--- src/hw/rtl/rar_pkg.sv ---
// rational arithmetic reducer: shared types and constants
// no dependencies
`default_nettype none
package rar_pkg;
  typedef enum logic [1:0] {
    OP_REDUCE = 2'd0,
    OP_SCALE  = 2'd1,
    OP_MUL    = 2'd2,
    OP_ADD    = 2'd3
  } op_t;
  localparam int unsigned OP_W = 2;
endpackage
`default_nettype wire

--- src/hw/rtl/rational_arithmetic_reducer_top.sv ---
// top level of the rational arithmetic reducer
// depends on rar_pkg, rar_front, rar_back (and rar_divider)
`default_nettype none
// Usage:
// Drive opcode and the two fractions on the in_ ports and raise start; the
// item transfers at a clock edge where start is high and busy is low.
// The front end registers the operands and then the wrapped products, forms
// the sums and places the pair in a one-entry queue; the back end pulls it
// and reduces it. The back end finds the gcd with Euclid's algorithm on a
// shared bit-serial divider, then divides numerator and denominator by it
// (two more divider runs). The number k of remainder steps is at most
// about 47 for 32-bit words, typically far fewer.
// One item is reduced at a time; the next item can be taken into the front
// end while the back end works.
// Each result appears for one cycle with out_valid high; the receiver
// cannot stall. zero_gcd_error marks a 0/0 input to the reduction.
// Synchronous reset clears all control state; no item is in flight after it.
module rational_arithmetic_reducer_top #(
  parameter int unsigned WORD_WIDTH = 32
) (
  input  wire logic                    clk,
  input  wire logic                    rst_n,
  input  wire logic                    start,
  output logic                         busy,
  input  wire logic [1:0]              in_opcode,
  input  wire logic [31:0]             in_a_numerator,
  input  wire logic [31:0]             in_a_denominator,
  input  wire logic [31:0]             in_b_numerator,
  input  wire logic [31:0]             in_b_denominator,
  output logic                         out_valid,
  output logic [31:0]                  out_result_numerator,
  output logic [31:0]                  out_result_denominator,
  output logic                         out_zero_gcd_error
);
  import rar_pkg::*;

  localparam int unsigned W = WORD_WIDTH;
  logic [W-1:0] an, ad, bn, bd, qn, qd, rn, rd;
  logic qv, qp;

  // mask or extend operands to the word width
  assign an = W'(in_a_numerator);
  assign ad = W'(in_a_denominator);
  assign bn = W'(in_b_numerator);
  assign bd = W'(in_b_denominator);

  rar_front #(.W(W)) u_front (
    .clk(clk), .rst_n(rst_n), .start(start), .busy(busy), .op(in_opcode),
    .an(an), .ad(ad), .bn(bn), .bd(bd),
    .q_valid(qv), .q_num(qn), .q_den(qd), .q_pop(qp)
  );

  rar_back #(.W(W)) u_back (
    .clk(clk), .rst_n(rst_n), .q_valid(qv), .q_num(qn), .q_den(qd),
    .q_pop(qp), .out_valid(out_valid), .out_num(rn), .out_den(rd),
    .out_err(out_zero_gcd_error)
  );

  assign out_result_numerator = 32'(rn);
  assign out_result_denominator = 32'(rd);
endmodule
`default_nettype wire

--- src/hw/rtl/rar_front.sv ---
// front end: accepts items and forms the unreduced numerator and denominator
// depends on rar_pkg
`default_nettype none
module rar_front #(
  parameter int unsigned W = 32
) (
  input  wire logic                  clk,
  input  wire logic                  rst_n,
  input  wire logic                  start,
  output logic                       busy,
  input  wire logic [rar_pkg::OP_W-1:0] op,
  input  wire logic [W-1:0]          an,
  input  wire logic [W-1:0]          ad,
  input  wire logic [W-1:0]          bn,
  input  wire logic [W-1:0]          bd,
  output logic                       q_valid,
  output logic [W-1:0]               q_num,
  output logic [W-1:0]               q_den,
  input  wire logic                  q_pop
);
  import rar_pkg::*;

  typedef enum logic [1:0] {S_IDLE, S_MUL, S_SUM} st_t;
  st_t st_r;
  op_t op_r;
  logic [W-1:0] an_r, ad_r, bn_r, bd_r;
  logic [W-1:0] p0_r, p1_r;
  logic [W-1:0] m0, m1;
  logic [2*W-1:0] w0, w1;
  logic q_full_r;
  logic [W-1:0] qn_r, qd_r;

  // two products per cycle, kept to the word width
  assign w0 = (2*W)'(an_r) * (2*W)'((op_r == OP_ADD) ? bd_r : bn_r);
  assign w1 = (2*W)'(bn_r) * (2*W)'((op_r == OP_ADD) ? ad_r : bd_r);
  assign m0 = w0[W-1:0];
  assign m1 = w1[W-1:0];

  assign busy = (st_r != S_IDLE) || q_full_r;
  assign q_valid = q_full_r;
  assign q_num = qn_r;
  assign q_den = qd_r;

  // operand capture and one-entry queue toward the back end
  always_ff @(posedge clk) begin
    if (!rst_n) begin
      st_r <= S_IDLE;
      q_full_r <= 1'b0;
    end else begin
      if (q_pop) q_full_r <= 1'b0;
      unique case (st_r)
        S_IDLE: if (start && !busy) begin
          op_r <= op_t'(op);
          an_r <= an; ad_r <= ad; bn_r <= bn; bd_r <= bd;
          st_r <= S_MUL;
        end
        S_MUL: begin
          p0_r <= m0;
          p1_r <= m1;
          st_r <= S_SUM;
        end
        S_SUM: begin
          q_full_r <= 1'b1;
          st_r <= S_IDLE;
          unique case (op_r)
            OP_REDUCE: begin qn_r <= an_r; qd_r <= ad_r; end
            OP_SCALE:  begin qn_r <= p0_r; qd_r <= ad_r; end
            OP_MUL:    begin qn_r <= p0_r; qd_r <= W'(ad_r * bd_r); end
            OP_ADD:    begin qn_r <= p0_r + p1_r; qd_r <= W'(ad_r * bd_r); end
            default:   begin qn_r <= an_r; qd_r <= ad_r; end
          endcase
        end
        default: st_r <= S_IDLE;
      endcase
    end
  end

  // queue is never refilled while still full
  assert property (@(posedge clk) disable iff (!rst_n)
    (st_r == S_SUM) |-> !q_full_r || q_pop)
    else $error("queue overrun");
  assert property (@(posedge clk) disable iff (!rst_n)
    (start && !busy) |=> st_r == S_MUL)
    else $error("accept did not start work");
  assert property (@(posedge clk) disable iff (!rst_n)
    (st_r == S_MUL) |=> st_r == S_SUM)
    else $error("bad sequence");
endmodule
`default_nettype wire

--- src/hw/rtl/rar_divider.sv ---
// restoring divider, one quotient bit per cycle
// no dependencies
`default_nettype none
module rar_divider #(
  parameter int unsigned W = 32
) (
  input  wire logic         clk,
  input  wire logic         rst_n,
  input  wire logic         go,
  input  wire logic [W-1:0] dividend,
  input  wire logic [W-1:0] divisor,
  output logic              done,
  output logic [W-1:0]      quo,
  output logic [W-1:0]      rem
);
  localparam int unsigned CW = $clog2(W + 1);
  logic [CW-1:0] cnt_r;
  logic run_r, done_r;
  logic [W-1:0] q_r, r_r, d_r;
  logic [W:0] sh, diff;

  assign sh = {r_r, q_r[W-1]};
  assign diff = sh - {1'b0, d_r};
  assign done = done_r;
  assign quo = q_r;
  assign rem = r_r;

  // shift-subtract iteration
  always_ff @(posedge clk) begin
    if (!rst_n) begin
      run_r <= 1'b0;
      done_r <= 1'b0;
      cnt_r <= '0;
    end else begin
      done_r <= 1'b0;
      if (go) begin
        run_r <= 1'b1;
        q_r <= dividend;
        r_r <= '0;
        d_r <= divisor;
        cnt_r <= CW'(W);
      end else if (run_r) begin
        if (!diff[W]) begin
          r_r <= diff[W-1:0];
          q_r <= {q_r[W-2:0], 1'b1};
        end else begin
          r_r <= sh[W-1:0];
          q_r <= {q_r[W-2:0], 1'b0};
        end
        cnt_r <= cnt_r - CW'(1);
        if (cnt_r == CW'(1)) begin
          run_r <= 1'b0;
          done_r <= 1'b1;
        end
      end
    end
  end
endmodule
`default_nettype wire

--- src/hw/rtl/rar_back.sv ---
// back end: euclid gcd and final division, one shared divider
// depends on rar_divider
`default_nettype none
module rar_back #(
  parameter int unsigned W = 32
) (
  input  wire logic         clk,
  input  wire logic         rst_n,
  input  wire logic         q_valid,
  input  wire logic [W-1:0] q_num,
  input  wire logic [W-1:0] q_den,
  output logic              q_pop,
  output logic              out_valid,
  output logic [W-1:0]      out_num,
  output logic [W-1:0]      out_den,
  output logic              out_err
);
  typedef enum logic [2:0] {B_IDLE, B_GCD, B_GWAIT, B_DN, B_DNW, B_DD, B_DDW} st_t;
  st_t st_r;
  logic [W-1:0] n_r, d_r, big_r, lit_r;
  logic go;
  logic [W-1:0] dvd, dvs, quo, rem;
  logic dv_done;
  logic ov_r, oe_r;
  logic [W-1:0] on_r, od_r;

  rar_divider #(.W(W)) u_div (
    .clk(clk), .rst_n(rst_n), .go(go), .dividend(dvd), .divisor(dvs),
    .done(dv_done), .quo(quo), .rem(rem)
  );

  // divider operand selection
  always_comb begin
    go = 1'b0;
    dvd = big_r;
    dvs = lit_r;
    unique case (st_r)
      B_GCD: go = (lit_r != '0);
      B_DN: begin go = 1'b1; dvd = n_r; dvs = big_r; end
      B_DD: begin go = 1'b1; dvd = d_r; dvs = big_r; end
      default: ;
    endcase
  end

  assign q_pop = (st_r == B_IDLE) && q_valid;
  assign out_valid = ov_r;
  assign out_num = on_r;
  assign out_den = od_r;
  assign out_err = oe_r;

  // sequencer
  always_ff @(posedge clk) begin
    if (!rst_n) begin
      st_r <= B_IDLE;
      ov_r <= 1'b0;
    end else begin
      ov_r <= 1'b0;
      unique case (st_r)
        B_IDLE: if (q_valid) begin
          n_r <= q_num;
          d_r <= q_den;
          big_r <= (q_num > q_den) ? q_num : q_den;
          lit_r <= (q_num > q_den) ? q_den : q_num;
          st_r <= B_GCD;
        end
        B_GCD: begin
          if (lit_r != '0) st_r <= B_GWAIT;
          else if (big_r == '0) begin
            ov_r <= 1'b1; oe_r <= 1'b1; on_r <= '0; od_r <= '0;
            st_r <= B_IDLE;
          end else st_r <= B_DN;
        end
        B_GWAIT: if (dv_done) begin
          big_r <= lit_r;
          lit_r <= rem;
          st_r <= B_GCD;
        end
        B_DN: st_r <= B_DNW;
        B_DNW: if (dv_done) begin on_r <= quo; st_r <= B_DD; end
        B_DD: st_r <= B_DDW;
        B_DDW: if (dv_done) begin
          od_r <= quo; oe_r <= 1'b0; ov_r <= 1'b1;
          st_r <= B_IDLE;
        end
        default: st_r <= B_IDLE;
      endcase
    end
  end

  assert property (@(posedge clk) disable iff (!rst_n)
    ov_r |=> !ov_r)
    else $error("result strobe longer than one cycle");
  assert property (@(posedge clk) disable iff (!rst_n)
    (ov_r && oe_r) |-> (on_r == '0) && (od_r == '0))
    else $error("error result not zero");
  assert property (@(posedge clk) disable iff (!rst_n)
    (st_r == B_GWAIT) |-> (lit_r != '0))
    else $error("divide by zero");
endmodule
`default_nettype wire
--- config.mk ---
export PLATFORM = sky130hd
export DESIGN_NAME = rational_arithmetic_reducer_top
export DESIGN_NICKNAME = d
export VERILOG_FILES = /design/src/hw/rtl/rar_pkg.sv /design/src/hw/rtl/rational_arithmetic_reducer_top.sv /design/src/hw/rtl/rar_front.sv /design/src/hw/rtl/rar_divider.sv /design/src/hw/rtl/rar_back.sv
export SDC_FILE = /design/constraint.sdc
export NUM_CORES = 2
export LEC_CHECK = 0
export ABC_CLOCK_PERIOD_IN_PS = 18100
export BUFFER_PORTS_ARGS = -buffer_cell sky130_fd_sc_hd__buf_2
export CAP_MARGIN = 20
export CORE_MARGIN = 10
export CORE_UTILIZATION = 45
export DETAILED_ROUTE_END_ITERATION = 8
export HOLD_SLACK_MARGIN = 0.03
export PLACE_DENSITY = 0.58
export SLEW_MARGIN = 20
export SYNTH_ARGS = -nofsm -noshare
export SYNTH_HDL_FRONTEND = slang
export SYNTH_HIERARCHICAL = 1
export SYNTH_SLANG_ARGS = --single-unit
--- constraint.sdc ---
create_clock -name clk -period 18.1 [get_ports clk]
set_input_delay 1.81 -clock clk [delete_from_list [all_inputs] [get_ports clk]]
set_output_delay 1.81 -clock clk [all_outputs]
set_load 0.02 [all_outputs]
=== Yosys cells after proc, flatten, opt, wreduce, memory -nomap -nowiden ===
Cells that the tools add are included.

* Register bits after elaboration: 562
* Bits in latches: 0
* Memory bits (writable): 0
* Bits in read-only memories: 0
* Output and inout bits: 67
* Word-level logic and storage cells: 136
* Memories: 0

* Add/subtract/negate cells: 3
* Multipliers: 3
* Div/mod/pow operators: 0
* $lt $le $gt $ge: 1
* Equal/unequal tests: 19
* Shift-type cells: 0
* Multiplexer cells: 50
* Bitwise operators: 2
* Reduce and logical (&&, ||, !) cells: 31

{| class="wikitable"
|+ Operators with widths
! kind !! number
|-
| two-way mux 32 bit || 16
|-
| one-hot mux 32 bit (2 select lines) || 6
|-
| multiplier 32 x 64 -> 32 bit || 2
|-
| one-hot mux 32 bit (3 select lines) || 1
|-
| subtractor 33 x 32 -> 33 bit || 1
|-
| adder 32 bit || 1
|-
| greater-than comparator 32 bit || 1
|-
| zero test 32 bit || 1
|-
| multiplier 32 x 32 -> 32 bit || 1
|-
| nonzero test 32 bit || 1
|-
| one-hot mux 3 bit (7 select lines) || 1
|-
| two-way mux 3 bit || 5
|-
| two-way mux 1 bit || 13
|-
| two-way mux 6 bit || 2
|-
| nonzero test 2 bit || 6
|-
| != test 2 bit (second input constant) || 5
|-
| AND reduction 5 bit || 2
|-
| OR reduction 2 bit || 5
|-
| equality test 3 bit (second input constant) || 3
|-
| AND reduction 2 bit || 4
|-
| AND reduction 4 bit || 2
|-
| equality test 2 bit (second input constant) || 3
|-
| equality test 3 x 2 -> 1 bit (second input constant) || 2
|-
| equality test 6 x 1 -> 1 bit (second input constant) || 1
|-
| 15 further kinds || 24
|}

=== Depth between registers and ports, before layout ===
* Depth in word-level cells: 6
* Depth in mapped cells: 32
* Mapped depth without buffers: 27

=== Hierarchy ===
The synthesis kept the hierarchy.

{| class="wikitable"
|+ Modules (own cells, without submodules)
! module !! instances !! cells each !! area each (um2) !! sequential area each (um2)
|-
| rar_front || 1 || 5933 || 57792.9 || 7807.5
|-
| rar_back || 1 || 951 || 10177.3 || 5875.6
|-
| rar_divider || 1 || 569 || 6029.5 || 3042.9
|}

=== Worst setup path before layout ===
OpenSTA, ideal clock, no wires.

* Path kind: reg2reg
* Start: register u_front.op_r[1]
* End: register u_front.p0_r[31] (data pin)
* Setup time: 0.260 ns
* Data arrival time: 8.109 ns
* Required time: 17.840 ns
* Slack: 9.731 ns
* Cell stages (with the launch flop): 31
* Period minus slack after synthesis: 8.369 ns
* Cell sequence: edfxtp_1 ha_1 buf_6 buf_8 buf_4 buf_1 buf_1 mux2i_1 nor2_1 fa_1 inv_1 fa_1 inv_1 fa_1 inv_1 fa_1 inv_1 fa_1 fa_1 fa_1 fa_1 ha_1 a21o_1 a21o_1 a221o_1 a32oi_1 a21oi_1 o21a_1 o41ai_1 o21ai_0 xnor2_1

* Cells in the longest elaborated chain, start to end: 3

{| class="wikitable"
|+ Ends and longest elaborated chain
! element !! line !! text
|-
| from (decl) || rar_front.sv:25 || <nowiki>op_t op_r;</nowiki>
|-
| from (signal assigned) || rar_front.sv:53 || <nowiki>op_r <= op_t'(op);</nowiki>
|-
| equality test 2 bit || rar_front.sv:34 || <nowiki>assign w0 = (2*W)'(an_r) * (2*W)'((op_r == OP_ADD) ? bd_r : bn_r);</nowiki>
|-
| two-way mux 32 bit || rar_front.sv:34 ||
|-
| multiplier 32 x 64 -> 32 bit || rar_front.sv:34 ||
|-
| named net u_front.w0[31] || rar_front.sv:29 || <nowiki>logic [2*W-1:0] w0, w1;</nowiki>
|-
| to (signal assigned) || rar_front.sv:58 || <nowiki>p0_r <= m0;</nowiki>
|-
| to (decl) || rar_front.sv:27 || <nowiki>logic [W-1:0] p0_r, p1_r;</nowiki>
|}

The timed path passes the listed nets, and every way through them passes these cells.
A chain may end at the register's enable or synchronous reset.

=== Worst setup path in the final report ===
* Start: register u_front.op_r[1]
* End: register u_front.p1_r[31] (data pin)

* Cells in the longest elaborated chain, start to end: 3

{| class="wikitable"
|+ Ends and longest elaborated chain
! element !! line !! text
|-
| equality test 2 bit || rar_front.sv:35 || <nowiki>assign w1 = (2*W)'(bn_r) * (2*W)'((op_r == OP_ADD) ? ad_r : bd_r);</nowiki>
|-
| two-way mux 32 bit || rar_front.sv:35 ||
|-
| multiplier 32 x 64 -> 32 bit || rar_front.sv:35 ||
|-
| named net u_front.w1[31] || rar_front.sv:29 ||
|-
| to (signal assigned) || rar_front.sv:59 || <nowiki>p1_r <= m1;</nowiki>
|-
| to (decl) || rar_front.sv:27 ||
|}

The timed path passes the listed nets, and every way through them passes these cells.

==> summary by stage <==
Outcome
The run finished with clean final reports.

Route
Dividing the detail-routed wire length by the instance count gives about 24 um. After detailed routing, the number of vias per cell comes to approximately 5.5. The via total after detailed routing is about 53000. For this run, the detailed router's first-pass iteration total came to 6.

The remaining number of nets flagged by the antenna check after routing is 0. In the routed design, unresolved DRC markers number 0. The number of violations reported at the end of detailed-routing iteration 0 is ~4300. The total wire length after detailed routing is 228000 um.

Layout
At the end of the flow, the number of nets in the layout was roughly 9300. Once layout is done, the placed cells without fillers occupy slightly below 80000 um^2. The share of layout cells above drive strength 1 is around 8%. The area growth from synthesis to layout is 7.40%. The library cell used most frequently in the layout, excluding fill and tap cells, is inv_1.

In the layout the commonest cells are inv_1 (1293), fa_1 (1226), nand2_1 (1040).

Clock tree
The clock transition at the registers of the reported paths is around 0.060 ns. The number of buffers inserted by post-CTS setup repair is 0. For this design, the sink count on the clock tree is ~560. At the later pin of the worst-skew pair, clock insertion delay measures 0.69 ns.

The number of buffers created by CTS is 68. The maximum number of buffers from clock root to sink is 3. The number of resized instances in the post-cts repair step is 0.

TritonCTS built the clock tree. The count of H-tree levels built during CTS is 3. The number of hold buffers added after CTS was 0.

The library cell used as clock root buffer is clkbuf_16.

GRT
After global routing the overflow that remains totals 0. Global routing used between 40% and 50% of the available met2 tracks. The number of global-route vias before repair is ~57000.

Entering global routing, the biggest net connects 89 pins. The global routing stage identified its most utilized layer as met2. The initial antenna violation count is 12. For met3 alone, demand over resource in global routing was under 10%. The first global-routing pass estimated approximately 350000 um of wire.

Global routing used about a quarter of the available tracks. Global routing used a little under a third of the available met1 tracks.

Synthesis
Yosys mapped a number of flops with a built-in enable equal to about 550. Yosys mapped the design onto just over 100 distinct sky130hd cell types. The yosys synthesis warning count is 6. By area the synthesized netlist is led by fa_1 (33%), edfxtp_1 (22%), ha_1 (7.9%). The post-synth net total is approximately 9300. The synthesized design devotes to its leading area cell type about 33% of total area. The library cell with the largest summed area after synthesis is fa_1. The count of state elements after synthesis is 562. The most used flip-flop cell after synthesis is edfxtp_1. The share of synthesized registers carrying an async set or reset is 0%.

The area of the mapped netlist is ~74000 um^2. Synthesis produced 7453 cells. The synthesized area divided by synthesized cell count is 9.93 um^2. The register area share after synthesis is a little under a quarter.

Die
The die span in x is between 400 and 500 um. In this run the standard cell core region covers 163000 um^2. During I/O placement, the number of pins put on the boundary was 200. The die is roughly 430 um tall. The full die area is 181000 um^2. After floorplanning, the core was divided into ~150 placement rows. The starting utilization of the core area is a little under half.

STA
The number of failing setup endpoints in the final timing report is 0. The total count of hold-check failures in the final report is 0. The slew at the pin closest to its max-slew limit is 1.24 ns.

After layout, the minimum clock period comes to just over 9 ns. The peak clock frequency supported by timing is around 110 MHz. The share of the cycle needed by the critical path after routing is roughly 51%. After routing, the total negative slack on setup checks comes to 0 ns.

Between clock sinks in the finished design, the worst skew comes to 0.0564 ns. Setup repair after global routing left no endpoint under its margin. The count of pins over their slew limit came to 0. The worst hold margin is 0.450 ns. The worst slew margin relative to its limit is between 10% and 20%.

Worst setup path
The slack of the worst reg-to-reg path is ~8.9 ns. The worst-path maximum fanout is 65. The most prevalent standard cell on the critical path is fa_1. The sort of element at the end of the critical path is a flip-flop.

For the worst setup path, the data required time is ~19 ns. In this run the critical register-to-register path is launched from u_front/op_r[1]. The reg-to-reg critical path endpoint is u_front/p1_r[31].

The worst register-to-register path has a depth of 24. The kind of critical path is reg -> reg. The worst endpoint data arrival time is between 9 and 10 ns. The sort of element at the start of the critical path is a flip-flop.

For this design, the slowest cell found on the critical path is buf_4. In this design, the stage delay of the slowest critical-path cell is roughly 0.8 ns. The critical path goes through ha_4 -> buf_4 -> mux2_2 -> and2_1 -> fa_1 -> inv_1 -> fa_1 -> fa_1 -> fa_1 -> inv_1 -> fa_1 -> fa_1 -> fa_1 -> fa_1 -> ha_1 -> a21o_1 -> a21o_1 -> a21oi_1 -> o221a_2 -> o31ai_1 -> a311o_1 -> a21oi_1 -> a21oi_1 -> xnor2_1. The count of buffering cells on the critical path with inverters included is 3. Broken down by cell family, the worst path's largest delay share belongs to adder cells.

Worst hold path
The sink of the worst hold path is u_back/d_r[2]. The path class of the lowest-slack min-delay path is reg -> reg. In this run the most critical hold path is launched from u_front/q_den[2]. The worst hold path passes through 0 cells.

Placement
In this run the tool buffered the top-level ports with around 200 buffer cells. The wire-length estimate of the detail-placed layout is roughly 170000 um. Summing all placed instances gives a cell area of just under 80000 um^2. The final weighted congestion of routability-driven global placement is approximately 0.90.

Job
The tool flagged a number of max-cap violations equal to 0.
-- Yosys cell counts, types with 15 or more instances --
cell type     n
o21ai_0     160
fa_1       1226
xor2_1       65
nand2_1    1040
o21bai_1     20
inv_1      1293
edfxtp_1    547
nand2b_1     17
mux2_2      113
a221oi_1     16
nor4_1       21
dfxtp_1      15
buf_2        29
clkbuf_1    320
o21a_1       21
nand3_1     151
xnor2_1     242
nor3_1       22
a211oi_1     18
ha_1        469
a22oi_1      43
nor2b_1      64
nor2_1      233
mux2i_1      17
nand4_1      20
o21ai_1      17
a21oi_1     177
and3_1       46
a21o_1       67
and2_1      755
-- metal layers --
metal	wire, um	share of wire (%)	up-vias
met2	111000	49	2184
met1	88300	39	27177
met5	48	0.021	-
met4	12500	5.5	6
met3	16500	7.2	532
li1	-	-	23227
-- through the flow --
stage               utilization [%]  setup slack, ns  std cells
floorplan                         -             9.73       7453
global placement               47.2             9.08       9551
detailed placement             47.2             8.98       9554
CTS                            48.7             8.87       9673
global route                   48.7             8.45       9675
finish                         48.7             8.85       9679
-- cell type report --
type	count	area, um^2
Sequential cell	562	16700
Fill cell	15144	83700
Timing Repair Buffer	307	1850
Clock inverter	43	586
Multi-Input combinational cell	5217	51000
Tap cell	2175	2720
Inverter	1295	4860
Clock buffer	76	1750
Antenna cell	4	10.0
-- cells by family (layout without fill, tap and decap cells) --
group,Yosys count,after routing,synth area share [%]
AO/OA/AOI/OAI,649,649,5.67
multiplexers,147,147,2.28
buffers and inverters,1674,1721,8.67
XOR/XNOR,309,309,3.69
adder cells (fa/ha/maj),1695,1695,41.1
flip-flops,562,562,22.6
AND/OR/NAND/NOR,2417,2417,16.0
other,0,4,0
-- worst max path at each step --
| stage | startpoint | endpoint | slack (ns) | depth (start not counted) |
|---|---|---|---|---|
| global placement | u_front/op_r[1] | u_front/p1_r[31] | 9.08 | 24 |
| finish | u_front/op_r[1] | u_front/p1_r[31] | 8.85 | 24 |
| CTS | u_front/op_r[1] | u_front/p1_r[31] | 8.87 | 24 |
| detailed placement | u_front/op_r[1] | u_front/p1_r[31] | 8.98 | 24 |
| floorplan | u_front/op_r[1] | u_front/p0_r[31] | 9.73 | 30 |
| global route | u_front/op_r[1] | u_front/p1_r[31] | 8.45 | 24 |
Power is left out: the tool's default activity adds up to more than one toggle a clock period on the data nets, which glitch-free logic cannot reach.
